==> config.mk <==
export PLATFORM = sky130hd
export DESIGN_NAME = bounded_stack_with_search
export DESIGN_NICKNAME = d
export VERILOG_FILES = /design/src/design/bsws_pkg.sv /design/src/design/bsws_ctrl.sv /design/src/design/bsws_dpath.sv /design/src/design/bounded_stack_with_search.sv
export SDC_FILE = /design/constraint.sdc
export NUM_CORES = 1
export LEC_CHECK = 0
export BUFFER_PORTS_ARGS = -buffer_cell sky130_fd_sc_hd__buf_2
export CAP_MARGIN = 30
export CORE_ASPECT_RATIO = 0.9
export CORE_MARGIN = 2
export CORE_UTILIZATION = 65
export CTS_CLUSTER_DIAMETER = 200
export CTS_CLUSTER_SIZE = 16
export DETAILED_ROUTE_END_ITERATION = 16
export PLACE_DENSITY = 0.84
export SLEW_MARGIN = 20
export SYNTH_ARGS = -nofsm -noshare
export SYNTH_HDL_FRONTEND = slang
export SYNTH_SLANG_ARGS = --single-unit
export TNS_END_PERCENT = 5
==> constraint.sdc <==
create_clock -name i_clk -period 7.7 [get_ports i_clk]
set_input_delay 1.54 -clock i_clk [delete_from_list [all_inputs] [get_ports i_clk]]
set_output_delay 1.54 -clock i_clk [all_outputs]
set_load 0.02 [all_outputs]
==> src/design/bsws_pkg.sv <==
// shared types and constants for the bounded stack with search
// no dependencies; imported by the controller, datapath and top level
package bsws_pkg;

    // fixed field widths
    localparam int DATA_W = 32;
    localparam int POS_W  = 4;

    // operation codes carried on the mode field
    typedef enum logic [1:0] {
        MODE_PUSH = 2'd0,
        MODE_POP  = 2'd1,
        MODE_SHOW = 2'd2,
        MODE_FIND = 2'd3
    } t_mode;

    // result status codes
    typedef enum logic [1:0] {
        ST_OK       = 2'd0,
        ST_FULL     = 2'd1,
        ST_EMPTY    = 2'd2,
        ST_NOTFOUND = 2'd3
    } t_status;

    // controller states
    typedef enum logic [2:0] {
        S_IDLE,
        S_DECODE,
        S_FETCH,
        S_EMIT,
        S_CHECK,
        S_REPLY
    } t_state;

    // commands from the controller to the datapath
    typedef struct packed {
        logic    take;       // latch the input beat
        logic    push_wr;    // write key at the fill position, bump fill
        logic    idx_top;    // point the read index at the top entry
        logic    idx_dec;    // step the read index one entry down
        logic    fill_dec;   // drop the top entry
        logic    out_load;   // load the output register
        logic    out_entry;  // output data comes from the read entry
        logic    out_last;   // last flag of the loaded beat
        t_status reply_st;   // status of the loaded beat
        logic    reply_hit;  // loaded beat carries a search position
    } t_cmd;

    // status from the datapath to the controller
    typedef struct packed {
        t_mode mode;
        logic  empty;
        logic  full;
        logic  idx_zero;
        logic  match;
        logic  out_free;
    } t_stat;

endpackage

==> src/design/bsws_ctrl.sv <==
// controller state machine for the bounded stack with search
// depends on bsws_pkg; drives the datapath through a command struct
module bsws_ctrl (
    input  logic            i_clk,
    input  logic            i_rst_n,
    input  logic            i_valid,
    input  bsws_pkg::t_stat i_stat,
    output bsws_pkg::t_cmd  o_cmd,
    output logic            o_stall
);
    import bsws_pkg::*;

    t_state  r_state, n_state;
    t_status r_reply, n_reply;
    logic    r_hit, n_hit;

    // state register
    always_ff @(posedge i_clk) begin
        if (!i_rst_n) begin
            r_state <= S_IDLE;
        end else begin
            r_state <= n_state;
        end
    end

    // pending single-beat reply
    always_ff @(posedge i_clk) begin
        r_reply <= n_reply;
        r_hit   <= n_hit;
    end

    // next state
    always_comb begin
        n_state = r_state;
        n_reply = r_reply;
        n_hit   = r_hit;
        unique case (r_state)
            S_IDLE: begin
                if (i_valid) begin
                    n_state = S_DECODE;
                end
            end
            S_DECODE: begin
                n_hit = 1'b0;
                if (i_stat.mode == MODE_PUSH) begin
                    n_reply = i_stat.full ? ST_FULL : ST_OK;
                    n_state = S_REPLY;
                end else if (i_stat.empty) begin
                    n_reply = ST_EMPTY;
                    n_state = S_REPLY;
                end else begin
                    n_state = S_FETCH;
                end
            end
            S_FETCH: begin
                n_state = (i_stat.mode == MODE_FIND) ? S_CHECK : S_EMIT;
            end
            S_EMIT: begin
                if (i_stat.out_free) begin
                    if (i_stat.mode == MODE_POP || i_stat.idx_zero) begin
                        n_state = S_IDLE;
                    end else begin
                        n_state = S_FETCH;
                    end
                end
            end
            S_CHECK: begin
                if (i_stat.match) begin
                    n_reply = ST_OK;
                    n_hit   = 1'b1;
                    n_state = S_REPLY;
                end else if (i_stat.idx_zero) begin
                    n_reply = ST_NOTFOUND;
                    n_state = S_REPLY;
                end else begin
                    n_state = S_FETCH;
                end
            end
            S_REPLY: begin
                if (i_stat.out_free) begin
                    n_state = S_IDLE;
                end
            end
            default: begin
                n_state = S_IDLE;
            end
        endcase
    end

    // command outputs
    always_comb begin
        o_cmd          = '0;
        o_cmd.reply_st = ST_OK;
        o_stall        = 1'b1;
        unique case (r_state)
            S_IDLE: begin
                o_stall    = 1'b0;
                o_cmd.take = 1'b1;
            end
            S_DECODE: begin
                if (i_stat.mode == MODE_PUSH) begin
                    o_cmd.push_wr = !i_stat.full;
                end else begin
                    o_cmd.idx_top = !i_stat.empty;
                end
            end
            S_FETCH: begin
            end
            S_EMIT: begin
                if (i_stat.out_free) begin
                    o_cmd.out_load  = 1'b1;
                    o_cmd.out_entry = 1'b1;
                    if (i_stat.mode == MODE_POP) begin
                        o_cmd.out_last = 1'b1;
                        o_cmd.fill_dec = 1'b1;
                    end else begin
                        o_cmd.out_last = i_stat.idx_zero;
                        o_cmd.idx_dec  = !i_stat.idx_zero;
                    end
                end
            end
            S_CHECK: begin
                o_cmd.idx_dec = !i_stat.match && !i_stat.idx_zero;
            end
            S_REPLY: begin
                if (i_stat.out_free) begin
                    o_cmd.out_load  = 1'b1;
                    o_cmd.out_last  = 1'b1;
                    o_cmd.reply_st  = r_reply;
                    o_cmd.reply_hit = r_hit;
                end
            end
            default: begin
            end
        endcase
    end

endmodule

==> src/design/bsws_dpath.sv <==
// datapath of the bounded stack with search: entry memory, fill count,
// read index, key compare and output register; depends on bsws_pkg
module bsws_dpath #(
    parameter int DEPTH = 8
) (
    input  logic                                  i_clk,
    input  logic                                  i_rst_n,
    input  logic                                  i_valid,
    input  logic [1:0]                            i_mode,
    input  logic signed [bsws_pkg::DATA_W-1:0]    i_value,
    input  logic                                  i_stall,
    input  bsws_pkg::t_cmd                        i_cmd,
    output bsws_pkg::t_stat                       o_stat,
    output logic                                  o_valid,
    output logic [1:0]                            o_status,
    output logic signed [bsws_pkg::DATA_W-1:0]    o_data,
    output logic [bsws_pkg::POS_W-1:0]            o_position,
    output logic                                  o_last
);
    import bsws_pkg::*;

    localparam int AW = $clog2(DEPTH);
    localparam int CW = $clog2(DEPTH + 1);

    logic [DATA_W-1:0] r_mem [DEPTH];
    logic [DATA_W-1:0] r_rd_data;
    logic [DATA_W-1:0] r_key;
    t_mode             r_mode;
    logic [CW-1:0]     r_fill;
    logic [AW-1:0]     r_idx;
    logic              r_out_valid;
    t_status           r_status;
    logic [DATA_W-1:0] r_data;
    logic [POS_W-1:0]  r_pos;
    logic              r_last;
    logic              out_free;
    logic [31:0]       pos_full;

    // input beat capture
    always_ff @(posedge i_clk) begin
        if (i_cmd.take && i_valid) begin
            r_mode <= t_mode'(i_mode);
            r_key  <= i_value;
        end
    end

    // entry memory, one write and one registered read port
    always_ff @(posedge i_clk) begin
        if (i_cmd.push_wr) begin
            r_mem[r_fill[AW-1:0]] <= r_key;
        end
        r_rd_data <= r_mem[r_idx];
    end

    // fill count
    always_ff @(posedge i_clk) begin
        if (!i_rst_n) begin
            r_fill <= '0;
        end else if (i_cmd.push_wr) begin
            r_fill <= r_fill + 1'b1;
        end else if (i_cmd.fill_dec) begin
            r_fill <= r_fill - 1'b1;
        end
    end

    // read index walks from the top entry down
    always_ff @(posedge i_clk) begin
        if (i_cmd.idx_top) begin
            r_idx <= AW'(r_fill - 1'b1);
        end else if (i_cmd.idx_dec) begin
            r_idx <= r_idx - 1'b1;
        end
    end

    // search position: depth minus entry index, low bits kept
    assign pos_full = 32'(DEPTH) - 32'(r_idx);

    // output register
    assign out_free = !r_out_valid || !i_stall;

    always_ff @(posedge i_clk) begin
        if (!i_rst_n) begin
            r_out_valid <= 1'b0;
        end else if (i_cmd.out_load) begin
            r_out_valid <= 1'b1;
        end else if (!i_stall) begin
            r_out_valid <= 1'b0;
        end
    end

    always_ff @(posedge i_clk) begin
        if (i_cmd.out_load) begin
            r_status <= i_cmd.out_entry ? ST_OK : i_cmd.reply_st;
            r_data   <= i_cmd.out_entry ? r_rd_data : '0;
            r_pos    <= i_cmd.reply_hit ? pos_full[POS_W-1:0] : '0;
            r_last   <= i_cmd.out_last;
        end
    end

    // status towards the controller
    always_comb begin
        o_stat.mode     = r_mode;
        o_stat.empty    = (r_fill == '0);
        o_stat.full     = (r_fill == CW'(DEPTH));
        o_stat.idx_zero = (r_idx == '0);
        o_stat.match    = (r_rd_data == r_key);
        o_stat.out_free = out_free;
    end

    assign o_valid    = r_out_valid;
    assign o_status   = r_status;
    assign o_data     = r_data;
    assign o_position = r_pos;
    assign o_last     = r_last;

    // checks
    a_no_overwrite: assert property (@(posedge i_clk) disable iff (!i_rst_n)
        i_cmd.out_load |-> out_free)
        else $error("output beat overwritten while stalled");

    a_push_room: assert property (@(posedge i_clk) disable iff (!i_rst_n)
        i_cmd.push_wr |-> (r_fill != CW'(DEPTH)))
        else $error("push into a full stack");

    a_pop_nonempty: assert property (@(posedge i_clk) disable iff (!i_rst_n)
        i_cmd.fill_dec |-> (r_fill != '0) && (r_idx == AW'(r_fill - 1'b1)))
        else $error("pop without a top entry selected");

    a_fill_step: assert property (@(posedge i_clk) disable iff (!i_rst_n)
        i_cmd.push_wr |=> r_fill == CW'($past(r_fill) + 1'b1))
        else $error("fill count did not advance on push");

endmodule

==> src/design/bounded_stack_with_search.sv <==
// top level of the bounded stack with search
// depends on bsws_pkg, bsws_ctrl and bsws_dpath
//
// A DEPTH-entry last-in-first-out stack of signed 32-bit words.
// Input channel: i_valid / o_stall with i_mode and i_value; a beat is taken
// when i_valid is high and o_stall low. Output channel: o_valid / i_stall
// with o_status, o_data, o_position and o_last.
// Modes: push, pop, display (one beat per entry, top first, o_last on the
// bottom entry) and search (one beat, position = DEPTH minus entry index).
// One item is worked at a time; o_stall is high from acceptance until its
// last result has been loaded into the output register.
// Each entry walked passes through a fetch state and then an emit or check
// state, as the entry memory has a registered read port.
// Reset empties the stack and drops any pending output beat; memory
// contents are not cleared. While i_stall is high the output beat holds and
// the walk pauses before loading the next beat.
module bounded_stack_with_search #(
    parameter int DEPTH = 8
) (
    input  logic                                  i_clk,
    input  logic                                  i_rst_n,
    input  logic                                  i_valid,
    output logic                                  o_stall,
    input  logic [1:0]                            i_mode,
    input  logic signed [bsws_pkg::DATA_W-1:0]    i_value,
    output logic                                  o_valid,
    input  logic                                  i_stall,
    output logic [1:0]                            o_status,
    output logic signed [bsws_pkg::DATA_W-1:0]    o_data,
    output logic [bsws_pkg::POS_W-1:0]            o_position,
    output logic                                  o_last
);
    import bsws_pkg::*;

    t_cmd  cmd;
    t_stat stat;

    // sequencer
    bsws_ctrl u_ctrl (
        .i_clk   (i_clk),
        .i_rst_n (i_rst_n),
        .i_valid (i_valid),
        .i_stat  (stat),
        .o_cmd   (cmd),
        .o_stall (o_stall)
    );

    // storage and result path
    bsws_dpath #(
        .DEPTH (DEPTH)
    ) u_dpath (
        .i_clk      (i_clk),
        .i_rst_n    (i_rst_n),
        .i_valid    (i_valid),
        .i_mode     (i_mode),
        .i_value    (i_value),
        .i_stall    (i_stall),
        .i_cmd      (cmd),
        .o_stat     (stat),
        .o_valid    (o_valid),
        .o_status   (o_status),
        .o_data     (o_data),
        .o_position (o_position),
        .o_last     (o_last)
    );

endmodule

== Word-level counts from Yosys, hierarchy flattened ==
Memories as Yosys holds them, arrays and structs flattened. A register that Yosys moved wholly into a read port is not among the register bits.
Index checks and enable logic that the tools add are counted.
Operators by class
  bitwise operators: 2
  equal/unequal tests: 16
  add/subtract/negate cells: 4
  reductions and logical operators: 21
  mux-type cells: 43
Operators by type and width (number)
  32-bit == test: 1
  3-bit 2-to-1 mux: 10
  3-bit one-hot mux with 6 select lines: 1
  1-bit 2-to-1 mux: 17
  2-bit 2-to-1 mux: 6
  4-bit 2-to-1 mux: 3
  2-bit by 1-bit != test with 1-bit output (second input constant): 4
  1-bit one-hot mux with 2 select lines: 4
  3-bit by 2-bit == test with 1-bit output (second input constant): 2
  3-bit == test (second input constant): 2
  1-bit zero test: 6
  3-bit zero test: 2
  3-bit by 1-bit != test with 1-bit output (second input constant): 2
  3-bit AND reduction: 2
  2-bit nonzero test: 3
  5-bit 2-to-1 mux: 1
  4-bit by 1-bit adder with 4-bit output (second input constant): 1
  4-bit == test (second input constant): 1
  4-bit zero test: 1
  2-bit one-hot mux with 2 select lines: 1
  4-bit by 1-bit subtractor with 4-bit output (second input constant): 1
  4-bit by 3-bit subtractor with 4-bit output (first input constant): 1
  3-bit by 1-bit == test with 1-bit output (second input constant): 1
  3-bit OR reduction: 1
  other kinds (9): 12
Storage, ports and cells
  logic and storage cells: 99
  flip-flop bits (word level): 87
  RAM bits: 256
  memories kept: 1
Memory list
  u_dpath.r_mem: words 8, bits a word 32, rd ports 1, clocked after memory_dff 1, wr ports 1, line bsws_dpath.sv:25  | logic [DATA_W-1:0] r_mem [DEPTH];

== Logic depth before layout (Yosys ltp) ==
  depth after elaboration: 7
  mapped depth: 10
  gate-level depth less buffers: 7

== Cells and area by module ==
From an unflattened synthesis, not the netlist that was laid out.
Second synthesis, totals
  cell total of the unflattened synthesis: 746
  area total of the unflattened synthesis: 14084.8 um2
By module, submodules not included
  bsws_dpath: cells an instance 687, area an instance 13591.8 um2, times used 1, seq. area each 10710.3 um2
  bsws_ctrl: cells an instance 59, area an instance 493.0 um2, times used 1, seq. area each 150.1 um2

== Least setup slack after synthesis ==
No wires, ideal clock.
  path type: register -> register
  start: register u_dpath.r_fill[0]
  end: memory u_dpath.r_mem[0][0], enable pin
  period minus slack after synthesis: 4.825 ns
  arrival: 4.323 ns
  path slack: 2.875 ns
  setup time: 0.501 ns
  data required time: 7.199 ns
  path buffers: 1
  cell stages (with the launch flop): 7
  path through: dfxtp_1 clkbuf_1 inv_1 ha_1 and3b_1 nand3b_4 nor4_1
On the way
  cells in the longest elaborated chain, start to end: 6
Ends and longest elaborated chain
  start: declaration: line bsws_dpath.sv:29  | logic [CW-1:0] r_fill;
  start signal: assignment: line bsws_dpath.sv:60  | r_fill <= r_fill + 1'b1;
  start signal: assignment: line bsws_dpath.sv:62  | r_fill <= r_fill - 1'b1;
  4-bit == test: line bsws_dpath.sv:104  | o_stat.full = (r_fill == CW'(DEPTH));
  1-bit zero test: line bsws_ctrl.sv:102  | o_cmd.push_wr = !i_stat.full;
  1-bit 2-to-1 mux: line bsws_ctrl.sv:101  | if (i_stat.mode == MODE_PUSH) begin
  2-bit 2-to-1 mux: line bsws_ctrl.sv:95  | unique case (r_state)
  1-bit 2-to-1 mux: line bsws_dpath.sv:49  | if (i_cmd.push_wr) begin
  1-bit 2-to-1 mux (not written as such): line bsws_dpath.sv:50  | r_mem[r_fill[AW-1:0]] <= r_key;
  end: declaration: line bsws_dpath.sv:25
Several ways; a longest one is shown, not always the timed one.

== Worst setup path in the final report ==
  start: register u_ctrl.r_state[1]
  end: output o_stall
On the way
  cells in the longest elaborated chain, start to end: 2
Ends and longest elaborated chain
  start: declaration: line bsws_ctrl.sv:13  | t_state r_state, n_state;
  start signal: assignment: line bsws_ctrl.sv:22  | r_state <= n_state;
  3-bit zero test: line bsws_ctrl.sv:95
  1-bit 2-to-1 mux: line bsws_ctrl.sv:95
  end: declaration: line bounded_stack_with_search.sv:23  | output logic o_stall,
No other way between the ends.

==> out/results.ini <==
[power_and_ir_drop]
pwr-share-clk = 0.329
combPwrFrac = 0.071
p_leak_nw = 5.455
switching_power_w = 0.0008860
power.share.switching = 0.2232
seqPwrFrac = 0.599
power_density_nw_per_um2 = 251.0
p_int_w = 0.003084
ir_drop_v = 0.0002071

[timing]
fin_setup_tns_ns = 0
worstMarginPinSlew_ns = 0.7525
timing.final.crit_share = 0.4097
clock_skew_ns = 0.02124
setup_viol = 0
grt_setup_unrepaired = false
hold_viol = 0
period_needed_ns = 3.155
fmax_mhz = 317.0
relSlewSlack = 0.4971
finalMaxSlewViolations = 0

[route]
num_vias = 7267
first_pass_iters = 5
drc = 0
drt-initial-drc-count = 929
drt-total-wl_mm = 28.84
ant_nets = 0
vias_per_cell = 6.254
wl_per_cell_um = 24.82

[worst_setup_path]
crit_family = simple AND/OR/NAND/NOR gates
timing.critical_path.from = u_ctrl.r_state[1]
cp-end-kind = output port
crit_slowest_cell = or3_1
crit_chain = or3_1 -> buf_2
cp.arrival_ns = 1.61
cp_num_cells = 2
critical_path.endpoint = o_stall
critical_path_class = reg2out
slowest_delay_ns = 0.46
worstPathMaxFanout = 10
reg2regPathDepth = 4
path_buf_inv = 1
reg2reg_from = u_ctrl.r_state[0]
required_ns = 6.16
r2r_end = u_dpath.r_mem[7][23]
rrSetupSlack_ns = 4.99
startpoint_type = flip-flop

[synth]
synth_top_family_by_area = multiplexers
synth_area_um2 = 14190
yosys-mux-area-fraction = 0.1044
synthSimpleGateAreaFrac = 0.07070
syn_inst = 756
synth_async_sr_flop_share = 0
synth_xor_area_frac = 0.02160
yosys.area_share.adder = 0.005290
synth-edff-count = 335
ys_ff_latch = 375
yosysWarnings = 0
synth_top_flop_cell = edfxtp_1
syn_avg_cell_area_um2 = 18.77
yosysSeqAreaShare = 0.7652
synth_compound_area_frac = 0.01552
synthesis.nets = 800
synth_cell_types = 52

[clocking]
clk_latency_ns = 0.56
cts_tree = yes
cts.clk_slew.worst_paths_ns = 0.07
htreeDepth = 1
cts_root_buf = clkbuf_16
clock-sinks = 375
cts_max_path_buffers = 3
cts_hold_buffers = 0
cts_resized = 0
cts_buffers = 27
postCtsSetupRepairBufs = 0

[floorplan]
num_rows = 51
ios = 79
die_h_um = 144.2
core-area_um2 = 21500
fp.dieW_um = 159.8
initial_core_util = 0.6600
dieArea_um2 = 23030

[global_route]
grt_overflow_total = 0
grt_pass1_wl_mm = 43.35
antenna_found_initial = 0
grt_pass1_vias = 7342
grt_max_degree = 67
grt_usage = 0.2559

[job]
maxCapViolCount = 0

[place]
gp_congestion = 0.8624
hpwlAfterDp_mm = 16.77
portBuffers = 78
dp_cells = 1110

[final_layout]
instances_no_fill = 1162
syn_to_final_growth_pct = 11.45
drive_gt1_frac = 0.2503
num_antenna_cells = 0
nNetsFinal = 897

[worst_hold_path]
hold_path.class = reg2reg

[outcome]
status = complete, no violations

worst reg2reg max path: cells and delay by family, from the launching register on:
kind                   cells  cell delay [ns]
AND/OR/NAND/NOR            3             1.40
buffers and inverters      1             0.44
flip-flops                 1             0.53
per-stage QoR:
stage | hold slack, ns | total power (W) | util | setup WS [ns] | instance area (µm²)
after detailed placement | 0.5293 | 0.002697 | 0.6950 | 3.719 | 14950
after CTS | 0.5514 | 0.003974 | 0.7310 | 4.263 | 15720
after global routing | 0.5824 | 0.004088 | 0.7356 | 4.483 | 15820
after floorplan | 0.5203 | 0.002590 | - | 2.875 | 14190
after global placement | 0.5294 | 0.002679 | 0.6943 | 3.834 | 14930
final | 0.5512 | 0.003970 | 0.7356 | 4.545 | 15820
flip-flops by register name, summed over array words and instances (netlist names):
| name | count |
|---|---|
| u_ctrl.r_hit | 1 |
| u_ctrl.r_reply | 2 |
| u_ctrl.r_state | 3 |
| u_dpath.o_data | 32 |
| u_dpath.o_last | 1 |
| u_dpath.o_position | 4 |
| u_dpath.o_status | 2 |
| u_dpath.o_valid | 1 |
| u_dpath.r_fill | 4 |
| u_dpath.r_idx | 3 |
| u_dpath.r_key | 32 |
| u_dpath.r_mem | 256 |
| u_dpath.r_mode | 2 |
| u_dpath.r_rd_data | 32 |
cells in the mapped netlist (6+ instances only):
master / count / area, µm²
and3_1: 38 / 237.7
buf_4: 7 / 52.55
buf_6: 6 / 67.56
clkbuf_1: 16 / 60.06
dfxtp_1: 40 / 800.8
edfxtp_1: 335 / 10060
ha_1: 6 / 75.07
inv_1: 10 / 37.54
mux4_2: 64 / 1441
nand2_1: 106 / 397.9
nand4_1: 8 / 50.05
nor2_1: 13 / 48.80
xnor2_1: 33 / 289.0
final cells by class:
cell class                      count  area, µm²
Clock buffer                       45      743.2
Clock inverter                      2      31.28
Fill cell                        1227       5687
Inverter                           10      37.54
Multi-Input combinational cell    336       3143
Sequential cell                   375      10860
Tap cell                          291      364.1
Timing Repair Buffer              103      638.1
metal layers:
metal	wire length, µm	part of all wire	up-vias	GRT usage
met1	11120	0.39	3730	0.3540
met2	14750	0.51	373	0.4406
met5	0	0	-	0
met4	566	0.020	0	0.06459
met3	2400	0.083	45	0.03728
li1	-	-	3119	-
placed cells by master (no fill, tap or decap), drive strengths merged, types with 5 or more instances in the layout:
master  count
inv        11
dfxtp      40
clkbuf     45
and3       38
nor4        5
nor2       15
o21ai       8
xnor2      33
mux4       64
edfxtp    335
nand2     106
ha          6
nand4       8
buf       103
worst min path at each step:
stage          slack [ns]  cells past startpoint                  end               from
2_1_floorplan        0.52                      1  u_dpath.o_status[0]  u_ctrl.r_reply[0]
3_3_place_gp         0.53                      1  u_dpath.o_status[0]  u_ctrl.r_reply[0]
3_5_place_dp         0.53                      1  u_dpath.o_status[1]  u_ctrl.r_reply[1]
4_1_cts              0.55                      1  u_dpath.o_status[1]  u_ctrl.r_reply[1]
5_1_grt              0.58                      1  u_dpath.o_status[1]  u_ctrl.r_reply[1]
6_report             0.55                      1  u_dpath.o_status[1]  u_ctrl.r_reply[1]
power groups by stage:
stage	Combinational [W]	Sequential (W)	Clock, W
after floorplan	0.000182	0.00241	0
after global placement	0.000265	0.00241	0
after detailed placement	0.000274	0.00242	0
after CTS	0.000278	0.00238	0.00132
after global routing	0.000304	0.00239	0.00140
final	0.000283	0.00238	0.00131
logic make-up after synthesis:
family,count (synthesis)
flip-flops,375
AND/OR/NAND/NOR,197
multiplexers,68
buffers and inverters,45
XOR/XNOR,35
AO/OA/AOI/OAI,30
adder cells (fa/ha/maj),6
Note: power is estimated with default switching activity, not from simulation.
